===== config.mk =====
export PLATFORM = sky130hd
export DESIGN_NAME = banked_register_file_mode_switch_unit
export DESIGN_NICKNAME = d
export VERILOG_FILES = /design/src/rtl/core/brfms_pkg.sv /design/src/rtl/core/brfms_ram.sv /design/src/rtl/core/banked_register_file_mode_switch_unit.sv
export SDC_FILE = /design/constraint.sdc
export NUM_CORES = 2
export LEC_CHECK = 0
export ABC_CLOCK_PERIOD_IN_PS = 8470
export BUFFER_PORTS_ARGS = -buffer_cell sky130_fd_sc_hd__buf_2
export CELL_PAD_IN_SITES_DETAIL_PLACEMENT = 0
export CELL_PAD_IN_SITES_GLOBAL_PLACEMENT = 2
export CORE_AREA = 2 2 359 361
export DETAILED_ROUTE_END_ITERATION = 6
export DIE_AREA = 0 0 361 363
export PLACE_DENSITY = 0.78
export SLEW_MARGIN = 20
export SYNTH_ARGS = -nofsm -noshare
export SYNTH_HDL_FRONTEND = slang
export SYNTH_HIERARCHICAL = 1
export SYNTH_SLANG_ARGS = --single-unit
export TNS_END_PERCENT = 20

===== constraint.sdc =====
create_clock -name clk -period 8.47 [get_ports clk]
set_input_delay 1.2705 -clock clk [delete_from_list [all_inputs] [get_ports clk]]
set_output_delay 1.2705 -clock clk [all_outputs]
set_load 0.005 [all_outputs]

===== src/rtl/core/brfms_pkg.sv =====
// ----------------------------------------------------------------------------
// Banked register file package
// Shared types, constants and helper functions for the banked register file
// with mode switch.
// ----------------------------------------------------------------------------
package brfms_pkg;

  localparam int unsigned DATA_W     = 32;
  localparam int unsigned REG_DEPTH  = 32;
  localparam int unsigned SPSR_DEPTH = 5;
  localparam int unsigned REG_AW     = $clog2(REG_DEPTH);
  localparam int unsigned SPSR_AW    = $clog2(SPSR_DEPTH);

  typedef logic [2:0] bank_t;

  localparam bank_t BANK_USR = 3'd0;
  localparam bank_t BANK_FIQ = 3'd1;
  localparam bank_t BANK_IRQ = 3'd2;
  localparam bank_t BANK_SVC = 3'd3;
  localparam bank_t BANK_ABT = 3'd4;
  localparam bank_t BANK_UND = 3'd5;

  localparam logic [4:0] MODE_USR = 5'h10;
  localparam logic [4:0] MODE_FIQ = 5'h11;
  localparam logic [4:0] MODE_IRQ = 5'h12;
  localparam logic [4:0] MODE_SVC = 5'h13;
  localparam logic [4:0] MODE_ABT = 5'h17;
  localparam logic [4:0] MODE_UND = 5'h1B;
  localparam logic [4:0] MODE_SYS = 5'h1F;

  localparam logic [DATA_W-1:0] STATUS_RESET = 32'h0000_00D3;

  localparam logic [3:0] REG_LINK = 4'd14;
  localparam logic [3:0] REG_PC   = 4'd15;

  // Physical layout of the register RAM.
  localparam logic [REG_AW-1:0] FIQ_BASE  = 5'd16;
  localparam logic [REG_AW-1:0] PAIR_BASE = 5'd23;

  typedef enum logic [2:0] {
    REQ_READ_REG     = 3'd0,
    REQ_WRITE_REG    = 3'd1,
    REQ_WRITE_STATUS = 3'd2,
    REQ_EXCEPT       = 3'd3,
    REQ_READ_SAVED   = 3'd4,
    REQ_WRITE_SAVED  = 3'd5
  } req_t;

  typedef struct packed {
    logic  known;
    bank_t code;
  } mode_info_t;

  function automatic mode_info_t bank_of_mode(input logic [4:0] mode);
    mode_info_t info;
    info.known = 1'b1;
    info.code  = BANK_USR;
    unique case (mode)
      MODE_USR, MODE_SYS: info.code = BANK_USR;
      MODE_FIQ: info.code = BANK_FIQ;
      MODE_IRQ: info.code = BANK_IRQ;
      MODE_SVC: info.code = BANK_SVC;
      MODE_ABT: info.code = BANK_ABT;
      MODE_UND: info.code = BANK_UND;
      default:  info.known = 1'b0;
    endcase
    return info;
  endfunction

  function automatic logic [4:0] entry_mode(input logic [2:0] sel);
    logic [4:0] m;
    unique case (sel)
      3'd0:    m = MODE_SVC;
      3'd1:    m = MODE_UND;
      3'd2:    m = MODE_SVC;
      3'd3:    m = MODE_ABT;
      3'd4:    m = MODE_ABT;
      3'd5:    m = MODE_SVC;
      3'd6:    m = MODE_IRQ;
      default: m = MODE_FIQ;
    endcase
    return m;
  endfunction

  function automatic logic [REG_AW-1:0] phys_addr(input bank_t bank, input logic [3:0] idx);
    logic [REG_AW-1:0] a;
    logic [REG_AW-1:0] bank_off;
    a        = {1'b0, idx};
    bank_off = {1'b0, bank - BANK_IRQ, 1'b0};
    if (idx >= 4'd8 && idx <= REG_LINK) begin
      if (bank == BANK_FIQ) begin
        a = FIQ_BASE + {2'b00, idx[2:0]};
      end else if (idx >= 4'd13 && bank >= BANK_IRQ && bank <= BANK_UND) begin
        a = PAIR_BASE + bank_off + {4'b0000, idx[0] ^ 1'b1};
      end
    end
    return a;
  endfunction

  function automatic logic [SPSR_AW-1:0] spsr_index(input bank_t bank);
    return (bank == BANK_USR) ? '0 : SPSR_AW'(bank - BANK_FIQ);
  endfunction

  function automatic logic [DATA_W-1:0] pc_align(input logic [DATA_W-1:0] v,
                                                 input logic thumb);
    return thumb ? ({v[DATA_W-1:1], 1'b0} + 32'd2) : ({v[DATA_W-1:2], 2'b00} + 32'd4);
  endfunction

endpackage


===== src/rtl/core/brfms_ram.sv =====
// ----------------------------------------------------------------------------
// Register file RAM
// Single write port, single read port RAM with a registered read.
// Per-entry valid bits make entries that were never written read as zero.
// ----------------------------------------------------------------------------
module brfms_ram #(
  parameter int unsigned DEPTH = 32,
  parameter int unsigned WIDTH = 32,
  localparam int unsigned AW   = $clog2(DEPTH)
) (
  input  logic             clk,
  input  logic             rst,
  input  logic             we,
  input  logic [AW-1:0]    waddr,
  input  logic [WIDTH-1:0] wdata,
  input  logic [AW-1:0]    raddr,
  output logic [WIDTH-1:0] rdata
);

  logic [WIDTH-1:0] mem [DEPTH];
  logic [DEPTH-1:0] valid;

  always_ff @(posedge clk) begin
    if (we) begin
      mem[waddr] <= wdata;
    end
    rdata <= valid[raddr] ? mem[raddr] : '0;
  end

  always_ff @(posedge clk) begin
    if (rst) begin
      valid <= '0;
    end else if (we) begin
      valid[waddr] <= 1'b1;
    end
  end

endmodule


===== src/rtl/core/banked_register_file_mode_switch_unit.sv =====
// ----------------------------------------------------------------------------
// Banked register file with mode switch
// The result strobe is registered from the execute state, or from the PC
// state for exception entry. A new item is taken only while not busy, after
// the read-then-write pass through the register RAM (entry writes link
// and PC through the one write port in the execute and PC states).
// Reset: status word 0xD3 in supervisor mode, all registers and saved status
// read as zero through valid bits, vector base zero. Results cannot be stalled.
// ----------------------------------------------------------------------------
module banked_register_file_mode_switch_unit (
  input  logic        clk,
  input  logic        rst,
  input  logic        start,
  output logic        busy,
  input  logic [2:0]  req_type,
  input  logic [3:0]  reg_index,
  input  logic [31:0] value,
  input  logic        save_old,
  input  logic [4:0]  vector,
  output logic        done,
  output logic [31:0] read_data,
  output logic [31:0] status_word,
  output logic        mode_unknown,
  output logic        no_saved_status,
  output logic        interrupt_recheck,
  input  logic        cfg_valid,
  output logic        cfg_ready,
  input  logic [31:0] cfg_data
);

  typedef enum logic [2:0] {
    ST_IDLE = 3'b001,
    ST_EXEC = 3'b010,
    ST_PC   = 3'b100
  } state_t;

  state_t state;
  state_t state_next;

  logic [31:0]          status_reg;
  logic [31:0]          status_next;
  brfms_pkg::bank_t     active_bank;
  brfms_pkg::bank_t     bank_next;
  logic [31:0]          vector_base;

  brfms_pkg::req_t      req_q;
  logic [3:0]           idx_q;
  logic [31:0]          val_q;
  logic                 save_q;
  logic [4:0]           vec_q;

  logic                          reg_we;
  logic [brfms_pkg::REG_AW-1:0]  reg_waddr;
  logic [31:0]                   reg_wdata;
  logic [brfms_pkg::REG_AW-1:0]  reg_raddr;
  logic [31:0]                   reg_rdata;
  logic                          sp_we;
  logic [brfms_pkg::SPSR_AW-1:0] sp_waddr;
  logic [31:0]                   sp_wdata;
  logic [brfms_pkg::SPSR_AW-1:0] sp_raddr;
  logic [31:0]                   sp_rdata;

  logic [31:0] res_rd;
  logic        res_unk;
  logic        res_nosp;
  logic        res_recheck;

  brfms_pkg::mode_info_t wr_map;
  brfms_pkg::mode_info_t cur_map;
  brfms_pkg::mode_info_t exc_map;
  logic [4:0]            exc_mode;
  brfms_pkg::bank_t      exc_bank;
  logic [31:0]           exc_status;
  logic                  accept;

  assign busy      = (state != ST_IDLE);
  assign accept    = start && !busy;
  assign cfg_ready = 1'b1;

  assign reg_raddr = (brfms_pkg::req_t'(req_type) == brfms_pkg::REQ_EXCEPT)
                   ? brfms_pkg::phys_addr(active_bank, brfms_pkg::REG_PC)
                   : brfms_pkg::phys_addr(active_bank, reg_index);
  assign sp_raddr  = brfms_pkg::spsr_index(active_bank);

  assign wr_map     = brfms_pkg::bank_of_mode(val_q[4:0]);
  assign exc_mode   = brfms_pkg::entry_mode(vec_q[4:2]);
  assign exc_map    = brfms_pkg::bank_of_mode(exc_mode);
  assign exc_bank   = exc_map.code;
  assign exc_status = {status_reg[31:8], 1'b1, status_reg[6], 1'b0, exc_mode};
  assign cur_map    = brfms_pkg::bank_of_mode(status_reg[4:0]);

  always_comb begin
    state_next  = state;
    status_next = status_reg;
    bank_next   = active_bank;
    reg_we      = 1'b0;
    reg_waddr   = brfms_pkg::phys_addr(active_bank, idx_q);
    reg_wdata   = val_q;
    sp_we       = 1'b0;
    sp_waddr    = brfms_pkg::spsr_index(active_bank);
    sp_wdata    = val_q;
    res_rd      = '0;
    res_unk     = 1'b0;
    res_nosp    = 1'b0;
    res_recheck = 1'b0;
    unique case (state)
      ST_IDLE: begin
        if (accept) begin
          state_next = ST_EXEC;
        end
      end
      ST_EXEC: begin
        state_next = ST_IDLE;
        case (req_q)
          brfms_pkg::REQ_READ_REG: begin
            res_rd = reg_rdata;
          end
          brfms_pkg::REQ_WRITE_REG: begin
            reg_we = 1'b1;
            if (idx_q == brfms_pkg::REG_PC) begin
              reg_wdata = brfms_pkg::pc_align(val_q, status_reg[5]);
            end
          end
          brfms_pkg::REQ_WRITE_STATUS: begin
            if (wr_map.known) begin
              bank_next = wr_map.code;
            end
            sp_waddr    = brfms_pkg::spsr_index(bank_next);
            sp_wdata    = status_reg;
            sp_we       = save_q && (bank_next != brfms_pkg::BANK_USR);
            status_next = val_q;
            res_unk     = !wr_map.known;
            res_recheck = 1'b1;
          end
          brfms_pkg::REQ_EXCEPT: begin
            state_next  = ST_PC;
            bank_next   = exc_bank;
            status_next = exc_status;
            sp_we       = 1'b1;
            sp_waddr    = brfms_pkg::spsr_index(exc_bank);
            sp_wdata    = status_reg;
            reg_we      = 1'b1;
            reg_waddr   = brfms_pkg::phys_addr(exc_bank, brfms_pkg::REG_LINK);
            reg_wdata   = reg_rdata + {29'd0, status_reg[5], 1'b0};
            res_recheck = 1'b1;
          end
          brfms_pkg::REQ_READ_SAVED: begin
            if (active_bank == brfms_pkg::BANK_USR) begin
              res_nosp = 1'b1;
            end else begin
              res_rd = sp_rdata;
            end
          end
          brfms_pkg::REQ_WRITE_SAVED: begin
            if (active_bank == brfms_pkg::BANK_USR) begin
              res_nosp = 1'b1;
            end else begin
              sp_we = 1'b1;
            end
          end
          default: begin
          end
        endcase
      end
      ST_PC: begin
        state_next = ST_IDLE;
        reg_we     = 1'b1;
        reg_waddr  = brfms_pkg::phys_addr(active_bank, brfms_pkg::REG_PC);
        reg_wdata  = brfms_pkg::pc_align(vector_base + {27'd0, vec_q}, 1'b0);
      end
      default: begin
        state_next = ST_IDLE;
      end
    endcase
  end

  always_ff @(posedge clk) begin
    if (rst) begin
      state       <= ST_IDLE;
      status_reg  <= brfms_pkg::STATUS_RESET;
      active_bank <= brfms_pkg::BANK_SVC;
      vector_base <= '0;
      done        <= 1'b0;
    end else begin
      state       <= state_next;
      status_reg  <= status_next;
      active_bank <= bank_next;
      done        <= ((state == ST_EXEC) && (req_q != brfms_pkg::REQ_EXCEPT))
                     || (state == ST_PC);
      if (cfg_valid && cfg_ready) begin
        vector_base <= cfg_data;
      end
    end
  end

  always_ff @(posedge clk) begin
    if (accept) begin
      req_q  <= brfms_pkg::req_t'(req_type);
      idx_q  <= reg_index;
      val_q  <= value;
      save_q <= save_old;
      vec_q  <= vector;
    end
    if (state == ST_EXEC) begin
      read_data         <= res_rd;
      status_word       <= status_next;
      mode_unknown      <= res_unk;
      no_saved_status   <= res_nosp;
      interrupt_recheck <= res_recheck;
    end
  end

  brfms_ram #(
    .DEPTH(brfms_pkg::REG_DEPTH),
    .WIDTH(brfms_pkg::DATA_W)
  ) u_reg_ram (
    .clk  (clk),
    .rst  (rst),
    .we   (reg_we),
    .waddr(reg_waddr),
    .wdata(reg_wdata),
    .raddr(reg_raddr),
    .rdata(reg_rdata)
  );

  brfms_ram #(
    .DEPTH(brfms_pkg::SPSR_DEPTH),
    .WIDTH(brfms_pkg::DATA_W)
  ) u_spsr_ram (
    .clk  (clk),
    .rst  (rst),
    .we   (sp_we),
    .waddr(sp_waddr),
    .wdata(sp_wdata),
    .raddr(sp_raddr),
    .rdata(sp_rdata)
  );

  a_done_after_work: assert property (@(posedge clk) disable iff (rst)
    done |-> ($past(state) == ST_EXEC || $past(state) == ST_PC))
    else $error("Result strobe without an item in flight.");

  a_bank_matches_mode: assert property (@(posedge clk) disable iff (rst)
    cur_map.known |-> (active_bank == cur_map.code))
    else $error("Active bank disagrees with a known mode in the status word.");

  a_entry_masks_irq: assert property (@(posedge clk) disable iff (rst)
    (state == ST_PC) |-> (status_reg[7] && !status_reg[5]))
    else $error("Exception entry left IRQ unmasked or Thumb set.");

endmodule


==> impl_metrics.yaml <==
run_status:
  outcome: "finished clean"
layout:
  top_regs: "u_reg_ram/mem (1024), u_spsr_ram/mem (160)"
  fin_nets: 3971
  final-instance-count-excl-fill: 5640
  drive_gt1_frac: 0.187
  fill_cells: 10240
  antenna_cells: 0
  regMostFlops: "u_reg_ram/mem"
  area_growth_pct: 13.6
  largest_reg_flops: 1024
die:
  die_area_sq_mm: 0.131
  rows: 131
  fp.dieH_um: 363
  io_pins: 151
  start_util: 0.467
  coreArea_sq_mm: 0.127
  die_w_um: 361
route:
  drt_iter0_markers: 3779
  postRouteAntennaNets: 0
  drtPass1Iterations: 6
  wirelength_mm: 163
  drc_errors: 0
  vias_per_cell: 6.05
  wl_per_cell_um: 28.9
  vias: 34097
cts:
  htree_levels: 4
  post_cts_buffers: 0
  numCtsBuffers: 154
  cts_resized: 0
  clockRootBuffer: "clkbuf_16"
  path_clk_slew_ns: 0.06
  numClockSinks: 1468
  cts_max_path_buffers: 3
  cts_tree: "built"
  clk_latency_ns: 0.78
  hold_buffers: 0
critical_path:
  critPathRequiredTime_ns: 8.87
  crit_fanout: 46
  crit_slowest_cell: "edfxtp_1"
  startpoint_type: "register"
  path_class: "reg -> reg"
  end_kind: "register"
  critPathArrivalTime_ns: 5.79
  path_buf_inv: 3
  path_cells: "nand2b_1 > inv_1 > nand2_4 > nor2_1 > buf_4 > a211oi_1 > o21ai_0 > nand3b_1 > nor2_4 > buf_4"
  crit_top_cell: "buf_4"
  cp_top_family: "simple AND/OR/NAND/NOR gates"
  cpPeakStageDelay_ns: 0.85
global_route:
  grt_pass1_vias: 33609
  grt_start_max_net_pins: 110
  globalRouteOverflowTotal: 0
  antenna_found_initial: 2
  grt_pass1_wl_mm: 236
  grt_use_total: 0.247
sta:
  rsz0062_at_grt: "false"
  tightest_slew_ns: 1.10
  setup_tns_ns: 0
  hold_violations: 0
  setup_viol: 0
  slew_headroom: 0.269
  finalCriticalPeriod_ns: 5.38
  min_period_over_period: 0.635
  clock_skew_ns: 0.0281
  fmax_mhz: 186
  slew_violations: 0
job:
  cap_violations: 0
synthesis:
  synth_top_area_frac: 0.656
  synthTopCellsByCount: "1296 x edfxtp_1, 303 x mux2i_1, 250 x nand2_1"
  synthesis.nets: 3764
  synthCells: 3651
  yosys_warnings: 6
  syn_avg_cell_area_sq_um: 16.2
  synth_top_cell_by_area: "edfxtp_1"
  ys_seq_elements: 1468
  synth_ff_type: "edfxtp_1"
  synth-edff-count: 1296
  seq_area_frac_synth: 0.714
  synthArstFlopShare: 0
  syn_area_sq_mm: 0.0593
  synth_most_common_cell: "edfxtp_1"
  synthDistinctLibCells: 82
  synth_area_leaders: "edfxtp_1 66%, mux4_2 6.2%, dfxtp_1 5.8%"
placed_design:
  dp_cells: 5364
  dpl.hpwl_mm: 102
  io_buffers: 149
  gp_congestion: 0.890
min_path:
  hold_class: "reg -> reg"
power:
  p_leak_nw: 22.8
  power_density_mw_per_mm2: 229
  ir_drop_uv: 243
==> cells by family (layout without fill, tap and decap cells) <==
kind of cell / Yosys count / after routing / synth area share
adders and majority gates: 33 / 33 / 0.00692
muxes: 473 / 473 / 0.115
xor gates and xnor gates: 78 / 78 / 0.0115
buffers and inverters: 244 / 571 / 0.0223
and+or+nand+nor: 815 / 815 / 0.0644
AOI/OAI and AO/OA: 539 / 539 / 0.0655
DFF: 1468 / 1468 / 0.714
other: 1 / 1 / 0.0000632
==> final cells by class <==
| type | instances | area, sq um | area share |
|---|---|---|---|
| inverter | 37 | 141 | 0.00210 |
| clock buffer | 220 | 4340 | 0.0644 |
| multi-input combinational | 1939 | 16200 | 0.240 |
| tap | 1662 | 2080 | 0.0309 |
| timing repair buffer | 258 | 1780 | 0.0265 |
| sequential | 1468 | 42400 | 0.629 |
| clock inverter | 56 | 483 | 0.00717 |
==> where the power goes <==
group | switching, mW | internal, mW | total [mW]
logic | 0.639 | 0.314 | 0.953
registers | 0.0908 | 7.94 | 8.03
clock network | 2.77 | 3.67 | 6.44
total | 3.50 | 11.9 | 15.4
==> final timing paths <==
kind | depth (start not counted) | slack (ns) | from | end
max | 10 | 3.09 | req_q[1]$_DFFE_PP_ | u_reg_ram/mem[6][3]$_DFFE_PP_
min | 1 | 0.46 | u_spsr_ram/mem[4][30]$_DFFE_PP_ | u_spsr_ram/rdata[30]$_SDFF_PN0_
max reg2reg | 10 | 3.09 | req_q[1]$_DFFE_PP_ | u_reg_ram/mem[6][3]$_DFFE_PP_
min reg2reg | 1 | 0.46 | u_spsr_ram/mem[4][30]$_DFFE_PP_ | u_spsr_ram/rdata[30]$_SDFF_PN0_
==> layer usage <==
metal  vias to the layer above  track usage  share of wire
li1                      14833            -              -
met1                     17684        0.349           0.43
met2                      1340        0.403           0.48
met3                       240       0.0349          0.065
met4                         0       0.0710          0.026
met5                         -            0              0
==> worst reg2reg max path: stages, from the launching register on <==
cell	delay, ns
edfxtp_1	0.85
nand2b_1	0.32
inv_1	0.22
nand2_4	0.36
nor2_1	0.21
buf_4	0.22
a211oi_1	0.06
o21ai_0	0.50
nand3b_1	0.82
nor2_4	0.85
buf_4	0.55
==> metrics by stage <==
step | area [sq um] | total power [mW] | setup slack (ns) | hold WS [ns] | util
after floorplan | 59300 | 8.74 | 2.33 | 0.428 | -
after global placement | 62300 | 9.12 | 2.96 | 0.445 | 0.490
after detailed placement | 62500 | 9.13 | 2.78 | 0.444 | 0.492
after CTS | 67300 | 15.5 | 2.77 | 0.456 | 0.530
after global routing | 67400 | 15.9 | 2.87 | 0.469 | 0.530
final | 67400 | 15.4 | 3.09 | 0.457 | 0.530
==> cell usage in the layout (no fill, tap or decap), types with 34 or more instances in the layout <==
master     synthesis  layout
edfxtp_1        1296    1296
clkbuf_1         122      46
nor2b_1           37      35
and3_1            51      51
nor3_1            48      46
clkbuf_16          0     157
nand3_1           84      83
nor2_1           242     206
a22o_1            67      67
nor2_4             0      36
xnor2_1           45      45
dfxtp_1          172     172
a22oi_1           39      39
buf_4             10      97
a221oi_1         135     135
o21ai_0          110      99
inv_1             36      34
a21oi_1           85      82
nand2_1          250     247
buf_2             21     148
mux4_2           163     163
mux2i_1          303     303
(Power assumes the default switching activity.)
